<file path="config.mk">
export PLATFORM = sky130hd
export DESIGN_NAME = modbus_tcp_transaction_parser
export DESIGN_NICKNAME = d
export VERILOG_FILES = /design/src/hdl/mtp_pkg.sv /design/src/hdl/mtp_front.sv /design/src/hdl/mtp_back.sv /design/src/hdl/modbus_tcp_transaction_parser.sv
export SDC_FILE = /design/constraint.sdc
export NUM_CORES = 2
export LEC_CHECK = 0
export ABC_AREA = 1
export ABC_CLOCK_PERIOD_IN_PS = 6500
export BUFFER_PORTS_ARGS = -buffer_cell sky130_fd_sc_hd__buf_4
export CAP_MARGIN = 15
export CORE_MARGIN = 10
export CORE_UTILIZATION = 45
export CTS_BUF_LIST = sky130_fd_sc_hd__clkbuf_4 sky130_fd_sc_hd__clkbuf_8 sky130_fd_sc_hd__clkbuf_16
export CTS_CLUSTER_SIZE = 14
export DETAILED_ROUTE_END_ITERATION = 6
export PLACE_DENSITY = 0.71
export SETUP_SLACK_MARGIN = 0.05
export SKIP_CTS_REPAIR_TIMING = 1
export SLEW_MARGIN = 20
export SYNTH_ARGS = -nofsm -noshare
export SYNTH_HDL_FRONTEND = slang
export SYNTH_SLANG_ARGS = --single-unit
</file>
<file path="constraint.sdc">
create_clock -name aclk -period 6.5 [get_ports aclk]
set_input_delay 1.3 -clock aclk [delete_from_list [all_inputs] [get_ports aclk]]
set_output_delay 1.3 -clock aclk [all_outputs]
set_load 0.01 [all_outputs]
</file>
<file path="src/hdl/mtp_pkg.sv">
// ----------------------------------------------------------------------------
// mtp_pkg
// shared types and constants for the modbus tcp transaction parser
// ----------------------------------------------------------------------------
package mtp_pkg;

    localparam int unsigned POS_W = 16;

    typedef enum logic [1:0] {
        KIND_REG     = 2'd0,
        KIND_SUMMARY = 2'd1,
        KIND_IGNORED = 2'd2
    } kind_t;

    localparam logic [7:0] FC_EXC_BIT = 8'h80;
    localparam logic [7:0] FC_MASK    = 8'h7F;

    // one classified byte handed from front to back
    typedef struct packed {
        logic [7:0]  data;
        logic [15:0] pos;
        logic        last;
        logic        start;
        logic [15:0] flow;
    } byte_op_t;

    // one result item
    typedef struct packed {
        kind_t       kind;
        logic [15:0] flow;
        logic [15:0] tid;
        logic        is_resp;
        logic [6:0]  fc;
        logic        is_exc;
        logic [5:0]  mask;
        logic [7:0]  err;
        logic [7:0]  bc;
        logic [16:0] addr;
        logic [15:0] val;
        logic        last;
    } result_t;

endpackage

</file>
<file path="src/hdl/mtp_front.sv">
// ----------------------------------------------------------------------------
// mtp_front
// accepts payload bytes, tracks the byte position and queues byte operations
// ----------------------------------------------------------------------------
module mtp_front #(
    parameter int FLOW_BITS = 16
) (
    input  logic              aclk,
    input  logic              aresetn,
    input  logic              s_valid,
    output logic              s_ready,
    input  logic [7:0]        s_payload_byte,
    input  logic              s_first_byte,
    input  logic              s_last_byte,
    input  logic [15:0]       s_flow_tag,
    output logic              op_valid,
    input  logic              op_ready,
    output mtp_pkg::byte_op_t op
);
    import mtp_pkg::*;

    logic [15:0] pos_reg, pos_next;
    logic        after_last_reg, after_last_next;
    byte_op_t    q_reg [2];
    logic [1:0]  cnt_reg, cnt_next;
    logic        rd_ptr_reg, wr_ptr_reg;
    logic        push, pop;
    byte_op_t    op_in;
    logic [15:0] cur_pos;
    logic [15:0] fmask;

    assign fmask = 16'((32'd1 << FLOW_BITS) - 32'd1);
    assign s_ready = (cnt_reg != 2'd2);
    assign push = s_valid && s_ready;
    assign op_valid = (cnt_reg != 2'd0);
    assign pop = op_valid && op_ready;
    assign op = q_reg[rd_ptr_reg];

    always_comb begin
        cur_pos = (s_first_byte || after_last_reg) ? 16'd0 : pos_reg;
        op_in.data  = s_payload_byte;
        op_in.pos   = cur_pos;
        op_in.last  = s_last_byte;
        op_in.start = (cur_pos == 16'd0);
        op_in.flow  = s_flow_tag & fmask;
        pos_next = pos_reg;
        after_last_next = after_last_reg;
        if (push) begin
            after_last_next = 1'b0;
            if (s_last_byte) begin
                pos_next = 16'd0;
            end else if (cur_pos != 16'hFFFF) begin
                pos_next = cur_pos + 16'd1;
            end else begin
                pos_next = cur_pos;
            end
        end
        cnt_next = cnt_reg + {1'b0, push} - {1'b0, pop};
    end

    always_ff @(posedge aclk) begin
        if (!aresetn) begin
            pos_reg <= '0;
            after_last_reg <= 1'b0;
            cnt_reg <= '0;
            rd_ptr_reg <= 1'b0;
            wr_ptr_reg <= 1'b0;
        end else begin
            pos_reg <= pos_next;
            after_last_reg <= after_last_next;
            cnt_reg <= cnt_next;
            if (push) wr_ptr_reg <= ~wr_ptr_reg;
            if (pop) rd_ptr_reg <= ~rd_ptr_reg;
        end
    end

    always_ff @(posedge aclk) begin
        if (push) q_reg[wr_ptr_reg] <= op_in;
    end

    assert property (@(posedge aclk) disable iff (!aresetn) cnt_reg != 2'd3)
        else $error("queue overflow");
    assert property (@(posedge aclk) disable iff (!aresetn)
        push && s_last_byte |=> pos_reg == 16'd0)
        else $error("position not cleared after last byte");
    assert property (@(posedge aclk) disable iff (!aresetn)
        push && !pop |=> cnt_reg == $past(cnt_reg) + 2'd1)
        else $error("queue count");

endmodule

</file>
<file path="src/hdl/mtp_back.sv">
// ----------------------------------------------------------------------------
// mtp_back
// per-packet decode, pending table match and result generation
// ----------------------------------------------------------------------------
module mtp_back #(
    parameter int TABLE_ENTRIES = 16
) (
    input  logic              aclk,
    input  logic              aresetn,
    input  logic              op_valid,
    output logic              op_ready,
    input  mtp_pkg::byte_op_t op,
    output logic              r_valid,
    input  logic              r_ready,
    output mtp_pkg::result_t  r_data
);
    import mtp_pkg::*;

    localparam int IW = (TABLE_ENTRIES > 1) ? $clog2(TABLE_ENTRIES) : 1;

    logic               tv_reg [TABLE_ENTRIES];
    logic [15:0]        tflow_reg [TABLE_ENTRIES];
    logic [15:0]        ttid_reg [TABLE_ENTRIES];
    logic [15:0]        tstart_reg [TABLE_ENTRIES];

    logic [15:0] flow_reg, tid_reg;
    logic        hdr_reg, hit_reg;
    logic [IW-1:0] hidx_reg;
    logic [7:0]  fn_reg, hi_reg;
    logic [7:0]  pdu_reg [5];

    result_t     q_reg [2];
    logic [1:0]  cnt_reg;
    logic        rd_reg;

    logic        take;
    logic [15:0] flow_c, tid_c;
    logic        hdr_c, hit_c;
    logic [IW-1:0] hidx_c;
    logic [7:0]  fn_c, hi_c;
    logic [7:0]  pdu_c [5];
    logic        emit_reg_c, emit_sum_c;
    result_t     reg_r, sum_r;
    logic        free_found;
    logic [IW-1:0] free_idx;
    logic        m_found;
    logic [IW-1:0] m_idx;
    logic [16:0] dl;
    logic [15:0] w0, w1;
    logic        is14, wr_tab, clr_tab;
    logic [15:0] st_c;
    logic [15:0] idx_c;
    logic [1:0]  nres;

    assign r_valid = (cnt_reg != 2'd0);
    assign r_data = q_reg[rd_reg];
    assign op_ready = (cnt_reg == 2'd0) || (cnt_reg == 2'd1 && r_ready);
    assign take = op_valid && op_ready;

    always_comb begin
        m_found = 1'b0;
        m_idx = '0;
        for (int i = TABLE_ENTRIES - 1; i >= 0; i--) begin
            if (tv_reg[i] && tflow_reg[i] == flow_c && ttid_reg[i] == tid_c) begin
                m_found = 1'b1;
                m_idx = IW'(i);
            end
        end
        free_found = 1'b0;
        free_idx = '0;
        for (int i = TABLE_ENTRIES - 1; i >= 0; i--) begin
            if (!tv_reg[i]) begin
                free_found = 1'b1;
                free_idx = IW'(i);
            end
        end
    end

    always_comb begin
        if (op.start) begin
            flow_c = op.flow; tid_c = '0; hdr_c = 1'b0; hit_c = 1'b0; hidx_c = '0;
            fn_c = '0; hi_c = '0;
            for (int k = 0; k < 5; k++) pdu_c[k] = '0;
        end else begin
            flow_c = flow_reg; tid_c = tid_reg; hdr_c = hdr_reg; hit_c = hit_reg;
            hidx_c = hidx_reg; fn_c = fn_reg; hi_c = hi_reg;
            for (int k = 0; k < 5; k++) pdu_c[k] = pdu_reg[k];
        end
        if (op.pos == 16'd0) tid_c = {op.data, 8'h00};
        if (op.pos == 16'd1) tid_c = {tid_c[15:8], op.data};
        if (op.pos == 16'd2) hdr_c = (op.data == 8'h00);
        if (op.pos == 16'd3) hdr_c = hdr_c && (op.data == 8'h00);
        if (op.pos == 16'd7) fn_c = op.data;
        if (op.pos >= 16'd9 && op.pos != 16'hFFFF && op.pos[0]) hi_c = op.data;
        for (int k = 0; k < 5; k++)
            if (op.pos == 16'(k + 8)) pdu_c[k] = op.data;
    end

    always_comb begin
        idx_c = (op.pos - 16'd10) >> 1;
        emit_reg_c = 1'b0;
        if (op.pos >= 16'd9 && op.pos != 16'hFFFF && !op.pos[0]) begin
            emit_reg_c = hit_reg && hdr_reg && fn_reg >= 8'd1 && fn_reg <= 8'd4
                && pdu_reg[0] != 8'd0 && idx_c < {9'd0, pdu_reg[0][7:1]};
        end
        reg_r = '0;
        reg_r.kind = KIND_REG;
        reg_r.flow = flow_c;
        reg_r.tid = tid_c;
        reg_r.is_resp = 1'b1;
        reg_r.fc = 7'(fn_reg & FC_MASK);
        reg_r.addr = {1'b0, tstart_reg[hidx_reg]} + {1'b0, idx_c};
        reg_r.val = {hi_reg, op.data};

        emit_sum_c = op.last;
        dl = {1'b0, op.pos} + 17'd1 - 17'd8;
        w0 = {pdu_c[0], pdu_c[1]};
        w1 = {pdu_c[2], pdu_c[3]};
        is14 = fn_c >= 8'd1 && fn_c <= 8'd4;
        sum_r = '0;
        sum_r.flow = flow_c;
        sum_r.tid = tid_c;
        sum_r.last = 1'b1;
        wr_tab = 1'b0;
        clr_tab = 1'b0;
        st_c = '0;
        if (op.pos < 16'd7 || !hdr_c) begin
            sum_r.kind = KIND_IGNORED;
        end else begin
            sum_r.kind = KIND_SUMMARY;
            sum_r.is_resp = hit_c;
            sum_r.fc = 7'(fn_c & FC_MASK);
            sum_r.is_exc = fn_c > FC_EXC_BIT;
            if (fn_c > FC_EXC_BIT) begin
                if (dl >= 17'd1) begin sum_r.mask[0] = 1'b1; sum_r.err = pdu_c[0]; end
            end else if (is14) begin
                if (hit_c) begin
                    if (dl >= 17'd1) begin sum_r.mask[1] = 1'b1; sum_r.bc = pdu_c[0]; end
                end else if (dl >= 17'd4) begin
                    sum_r.mask[3:2] = 2'b11; sum_r.addr = {1'b0, w0}; sum_r.val = w1;
                end
            end else if (fn_c == 8'd5 || fn_c == 8'd6) begin
                if (dl >= 17'd4) begin
                    sum_r.mask[4] = 1'b1; sum_r.mask[2] = 1'b1;
                    sum_r.addr = {1'b0, w0}; sum_r.val = w1;
                end
            end else if (fn_c == 8'd15 || fn_c == 8'd16) begin
                if (hit_c) begin
                    if (dl >= 17'd4) begin
                        sum_r.mask[3:2] = 2'b11; sum_r.addr = {1'b0, w0}; sum_r.val = w1;
                    end
                end else if (dl >= 17'd5) begin
                    sum_r.mask[3:1] = 3'b111; sum_r.addr = {1'b0, w0};
                    sum_r.val = w1; sum_r.bc = pdu_c[4];
                end
            end
            if (hit_c) begin
                clr_tab = 1'b1;
            end else begin
                if ((fn_c >= 8'd1 && fn_c <= 8'd6 || fn_c == 8'd15 || fn_c == 8'd16)
                    && dl >= 17'd3) st_c = w0;
                wr_tab = free_found;
                sum_r.mask[5] = !free_found;
            end
        end
        nres = {1'b0, emit_reg_c} + {1'b0, emit_sum_c};
    end

    always_ff @(posedge aclk) begin
        if (!aresetn) begin
            for (int i = 0; i < TABLE_ENTRIES; i++) tv_reg[i] <= 1'b0;
            flow_reg <= '0; tid_reg <= '0; hdr_reg <= 1'b0; hit_reg <= 1'b0;
            hidx_reg <= '0; fn_reg <= '0; hi_reg <= '0;
            for (int k = 0; k < 5; k++) pdu_reg[k] <= '0;
            cnt_reg <= '0;
            rd_reg <= 1'b0;
        end else begin
            if (take) begin
                flow_reg <= flow_c; tid_reg <= tid_c; hdr_reg <= hdr_c;
                hi_reg <= hi_c; fn_reg <= fn_c;
                for (int k = 0; k < 5; k++) pdu_reg[k] <= pdu_c[k];
                if (op.pos == 16'd1) begin
                    hit_reg <= m_found; hidx_reg <= m_idx;
                end else begin
                    hit_reg <= hit_c; hidx_reg <= hidx_c;
                end
                if (op.last && clr_tab) tv_reg[hidx_c] <= 1'b0;
                if (op.last && wr_tab) tv_reg[free_idx] <= 1'b1;
            end
            if (r_valid && r_ready) begin
                rd_reg <= ~rd_reg;
                cnt_reg <= cnt_reg - 2'd1 + (take ? nres : 2'd0);
            end else if (take) begin
                cnt_reg <= cnt_reg + nres;
            end
        end
    end

    always_ff @(posedge aclk) begin
        logic nxt;
        nxt = rd_reg ^ (r_valid && r_ready);
        if (take && op.last && wr_tab) begin
            tflow_reg[free_idx] <= flow_c;
            ttid_reg[free_idx] <= tid_c;
            tstart_reg[free_idx] <= st_c;
        end
        if (take) begin
            if (emit_reg_c && emit_sum_c) begin
                q_reg[nxt] <= reg_r;
                q_reg[~nxt] <= sum_r;
            end else if (emit_reg_c) begin
                q_reg[nxt ^ (cnt_reg == 2'd1 && !r_ready)] <= reg_r;
            end else if (emit_sum_c) begin
                q_reg[nxt ^ (cnt_reg == 2'd1 && !r_ready)] <= sum_r;
            end
        end
    end

    assert property (@(posedge aclk) disable iff (!aresetn) cnt_reg != 2'd3)
        else $error("result queue overflow");
    assert property (@(posedge aclk) disable iff (!aresetn)
        take && op.last |=> cnt_reg != 2'd0)
        else $error("summary lost");
    assert property (@(posedge aclk) disable iff (!aresetn)
        r_valid && r_data.kind == KIND_REG |-> !r_data.last)
        else $error("register item marked last");

endmodule

</file>
<file path="src/hdl/modbus_tcp_transaction_parser.sv">
// ----------------------------------------------------------------------------
// modbus_tcp_transaction_parser
// modbus tcp payload parser with request/response matching
// ----------------------------------------------------------------------------
// Usage: payload bytes enter on the s_ channel one per item, first_byte and
// last_byte framing a packet, flow_tag sampled on the first byte. Results
// leave on the m_ channel: one summary or ignored item per packet at its
// last byte, and one register item per register of a read response.
// Path: an accepted byte passes the front queue, then the result queue,
// before its results appear. Throughput: one byte per cycle while m_ready
// is high, set by the parallel compare over the pending table at payload
// byte 1; a byte that yields two results holds the input until there is room.
// Reset clears the pending table valid bits, the position counter and both
// queues. When m_ready is low the result queue fills, then the front queue,
// then s_ready drops; no item is lost.
// ----------------------------------------------------------------------------
module modbus_tcp_transaction_parser #(
    parameter int TABLE_ENTRIES = 16,
    parameter int FLOW_BITS     = 16
) (
    input  logic        aclk,
    input  logic        aresetn,
    input  logic        s_valid,
    output logic        s_ready,
    input  logic [7:0]  s_payload_byte,
    input  logic        s_first_byte,
    input  logic        s_last_byte,
    input  logic [15:0] s_flow_tag,
    output logic        m_valid,
    input  logic        m_ready,
    output logic [1:0]  m_kind,
    output logic [15:0] m_flow_out,
    output logic [15:0] m_transaction_id,
    output logic        m_is_response,
    output logic [6:0]  m_function_code,
    output logic        m_is_exception,
    output logic [5:0]  m_present_mask,
    output logic [7:0]  m_exception_code,
    output logic [7:0]  m_byte_count_out,
    output logic [16:0] m_address_out,
    output logic [15:0] m_value_out,
    output logic        m_last_result
);
    import mtp_pkg::*;

    logic     op_valid, op_ready;
    byte_op_t op;
    result_t  res;

    mtp_front #(.FLOW_BITS(FLOW_BITS)) u_front (
        .aclk, .aresetn, .s_valid, .s_ready, .s_payload_byte, .s_first_byte,
        .s_last_byte, .s_flow_tag, .op_valid, .op_ready, .op
    );

    mtp_back #(.TABLE_ENTRIES(TABLE_ENTRIES)) u_back (
        .aclk, .aresetn, .op_valid, .op_ready, .op,
        .r_valid(m_valid), .r_ready(m_ready), .r_data(res)
    );

    assign m_kind = res.kind;
    assign m_flow_out = res.flow;
    assign m_transaction_id = res.tid;
    assign m_is_response = res.is_resp;
    assign m_function_code = res.fc;
    assign m_is_exception = res.is_exc;
    assign m_present_mask = res.mask;
    assign m_exception_code = res.err;
    assign m_byte_count_out = res.bc;
    assign m_address_out = res.addr;
    assign m_value_out = res.val;
    assign m_last_result = res.last;

endmodule

</file>
==> results.toml <==
[routing]
drtIter0Drc = 4916
finalWirelength_um = 159000
routedWlPerCell_um = 23.0
final_antenna_net_count = 0
vias_per_cell = 5.67
vias = 39200
drc = 5
drtPass1Iterations = 7

[timing]
finalSetupTns_ps = 0
rsz0062_at_grt = "no"
finClkSkew_ps = 41.4
tightestPinTransition_ps = 1160
fin_crit_sh_pct = 89.2
report.final.slew_viol_count = 0
period_minus_slack_ps = 5800
clock.fmax_ghz = 0.172
setup_viol = 0
slew_headroom_pct = 22.3
postLayoutSetupSlackWorst_ps = 699
timing.final.hold_violations = 0

[logic_synthesis]
syn_area_per_cell_um2 = 10.9
syn_area_um2 = 54800
yosysTopAreaCell = "edfxtp_1"
yosys_most_used_dff = "edfxtp_1"
synth.ff_latch_count = 1189
synth_most_common_cell = "edfxtp_1"
yosys-top-cells-area = "edfxtp_1 60%, nand2_1 6.9%, dfxtp_1 3.8%"
synth.distinct_cells = 73
synth_common_cells = "1,086 x edfxtp_1, 1,012 x nand2_1, 431 x inv_1"
ys_seq_area_share_pct = 63.3
async_reset_ff_share_pct = 0
synth_nets = 5076
synthCells = 5008
synth_top_area_share_pct = 59.5
synth_edf_count = 1086
yosys_warnings = 0

[die]
rows = 127
initial_core_util_pct = 45.5
die_w_um = 369
design.portCount = 131
fp.coreArea_um2 = 120000
die-area_um2 = 136000
die_h_um = 369

[setup_path]
critical_path_arrival_ps = 6370
critPathMaxFanout = 20
rrSetupSlack_ps = 700
cp.required_ps = 7070
start_kind = "register"
worstRegToRegCells = 25
critPathKind = "reg -> reg"
worstSetupEndpointType = "register"
reg2reg_to = "u_back.q_reg[0][43]"

[job]
drv_cap = 0

[power_and_ir_drop]
p_clk_share_pct = 28.8
leakage_nw = 23.4
seqPwrFrac_pct = 40.7
p_sw_share_pct = 35.0
power.switching_mw = 8.08
p_int_mw = 15.0
power_frac_comb_pct = 30.5
power_mw = 23.1
power_per_cell_area_nw_per_um2 = 372
ir_worst_vdd_mv = 0.325

[min_path]
min_from = "u_front.pos_reg[12]"
min_path_cells = 2
hold_path_class = "reg -> reg"
holdPathEnd = "u_front.pos_reg[12]"

[final_layout]
drive_gt1_share_pct = 14.9
area_growth_pct = 13.3
ff_latch_area_um2 = 34700
nets = 5277
num_antenna_cells = 0
nFillCells = 10200
multi_input_area_um2 = 17500
fin_util_pct = 51.5
stdcell_area_um2 = 62100

[clocking]
cts_inserted_buffers = 115
tritoncts = "built"
cts_buffer_depth = 3
clkTransAtPathRegs_ps = 60
clock_sinks = 1189
htreeDepth = 3
cts_root_buffer = "clkbuf_16"
clock_latency_ps = 730

[placed_design]
place_ws_ps = 734
port_buffers = 130
dp_hpwl_um = 107000
gp_congestion = 0.938
postPlaceCellArea_um2 = 58300

[grt]
grt_start_max_net_pins = 99
overflow = 0
grt_usage_pct = 22.6
grt_pass1_wl_um = 235000
antenna_found_initial = 8
grt_pass1_vias = 37500

[outcome]
violations = "design-rule violations"
status = "finished, violations left"
-- cells in the final DEF, fill, tap and decap left out, types with 45 or more instances in the layout --
cell,n
a21oi_1,129
buf_4,292
clkbuf_16,115
dfxtp_1,100
edfxtp_1,1086
inv_1,427
mux2_2,107
mux2i_1,55
nand2_1,1010
nand3_1,286
nor2_1,403
nor2_4,45
o21ai_0,257
o21ai_1,53
o22ai_1,107
xnor2_1,86
xor2_1,140
-- worst max-delay path, cell delays in order (launching register included) --
cell       delay [ps]
dfxtp_2           360
buf_4             280
nand2_1           140
o21ai_4           150
ha_1              230
or2_2             120
nand2_1            90
nor3_1            250
xor2_1            260
ha_1              290
a21oi_1           150
nand3_1            80
a2111oi_0         410
nand3_1           140
nor4_2            400
ha_1              310
inv_1              50
nor2_1            160
inv_1             110
nor2_2            100
inv_1             280
o21ai_0           190
clkinv_1          310
nor2_1            410
inv_1             230
nor2_1            130
-- kinds of logic after synthesis --
| kind of cell | after synthesis | synth area share, % |
|---|---|---|
| multiplexers | 162 | 3.20 |
| AND/OR/NAND/NOR | 1991 | 15.9 |
| flip-flops | 1189 | 63.3 |
| buffers and inverters | 677 | 5.09 |
| XOR/XNOR | 226 | 3.61 |
| AO/OA/AOI/OAI | 725 | 8.01 |
| adder cells (fa/ha/maj) | 38 | 0.881 |
-- area by class of cell --
| class | instances | area share [%] |
|---|---|---|
| multi-input cells | 3142 | 28.2 |
| flip-flops and latches | 1189 | 55.9 |
| repair buffers | 299 | 3.77 |
| well taps | 1612 | 3.25 |
| clock buffers | 146 | 5.05 |
| clock inverters | 67 | 1.02 |
| inverters | 462 | 2.82 |
-- power groups by stage --
stage                     sequential, mW  combinational (mW)  clock [mW]
after floorplan                     9.48                4.05           0
after global placement              9.55                6.77           0
after detailed placement            9.57                6.86           0
after CTS                           9.41                6.91        6.71
after global routing                9.45                7.50        7.02
final                               9.41                7.03        6.66
-- through the flow --
stage	instances	hold slack, ps
after detailed placement	6703	453
after floorplan	5008	427
after CTS	6916	467
final	6917	467
after global placement	6703	443
after global routing	6917	486
-- worst max path at each step --
stage / from / end / slack [ps] / cells past startpoint
2_1_floorplan: register / u_back.q_reg[1][10] / 110 / 25
3_3_place_gp: register / u_back.q_reg[0][49] / 780 / 25
3_5_place_dp: register / u_back.q_reg[0][43] / 730 / 25
4_1_cts: register / u_back.q_reg[0][43] / 720 / 25
5_1_grt: register / u_back.q_reg[0][48] / 140 / 25
6_report: register / u_back.q_reg[0][43] / 700 / 25
-- per-layer routing --
metal	vias to the layer above	track usage, %	part of all wire [%]
met3	427	3.66	10
met2	2198	36.0	45
met1	18800	29.9	39
met4	4	11.0	5.0
met5	-	0	0.014
li1	17800	-	-
Power figures use the tool's default switching activity.
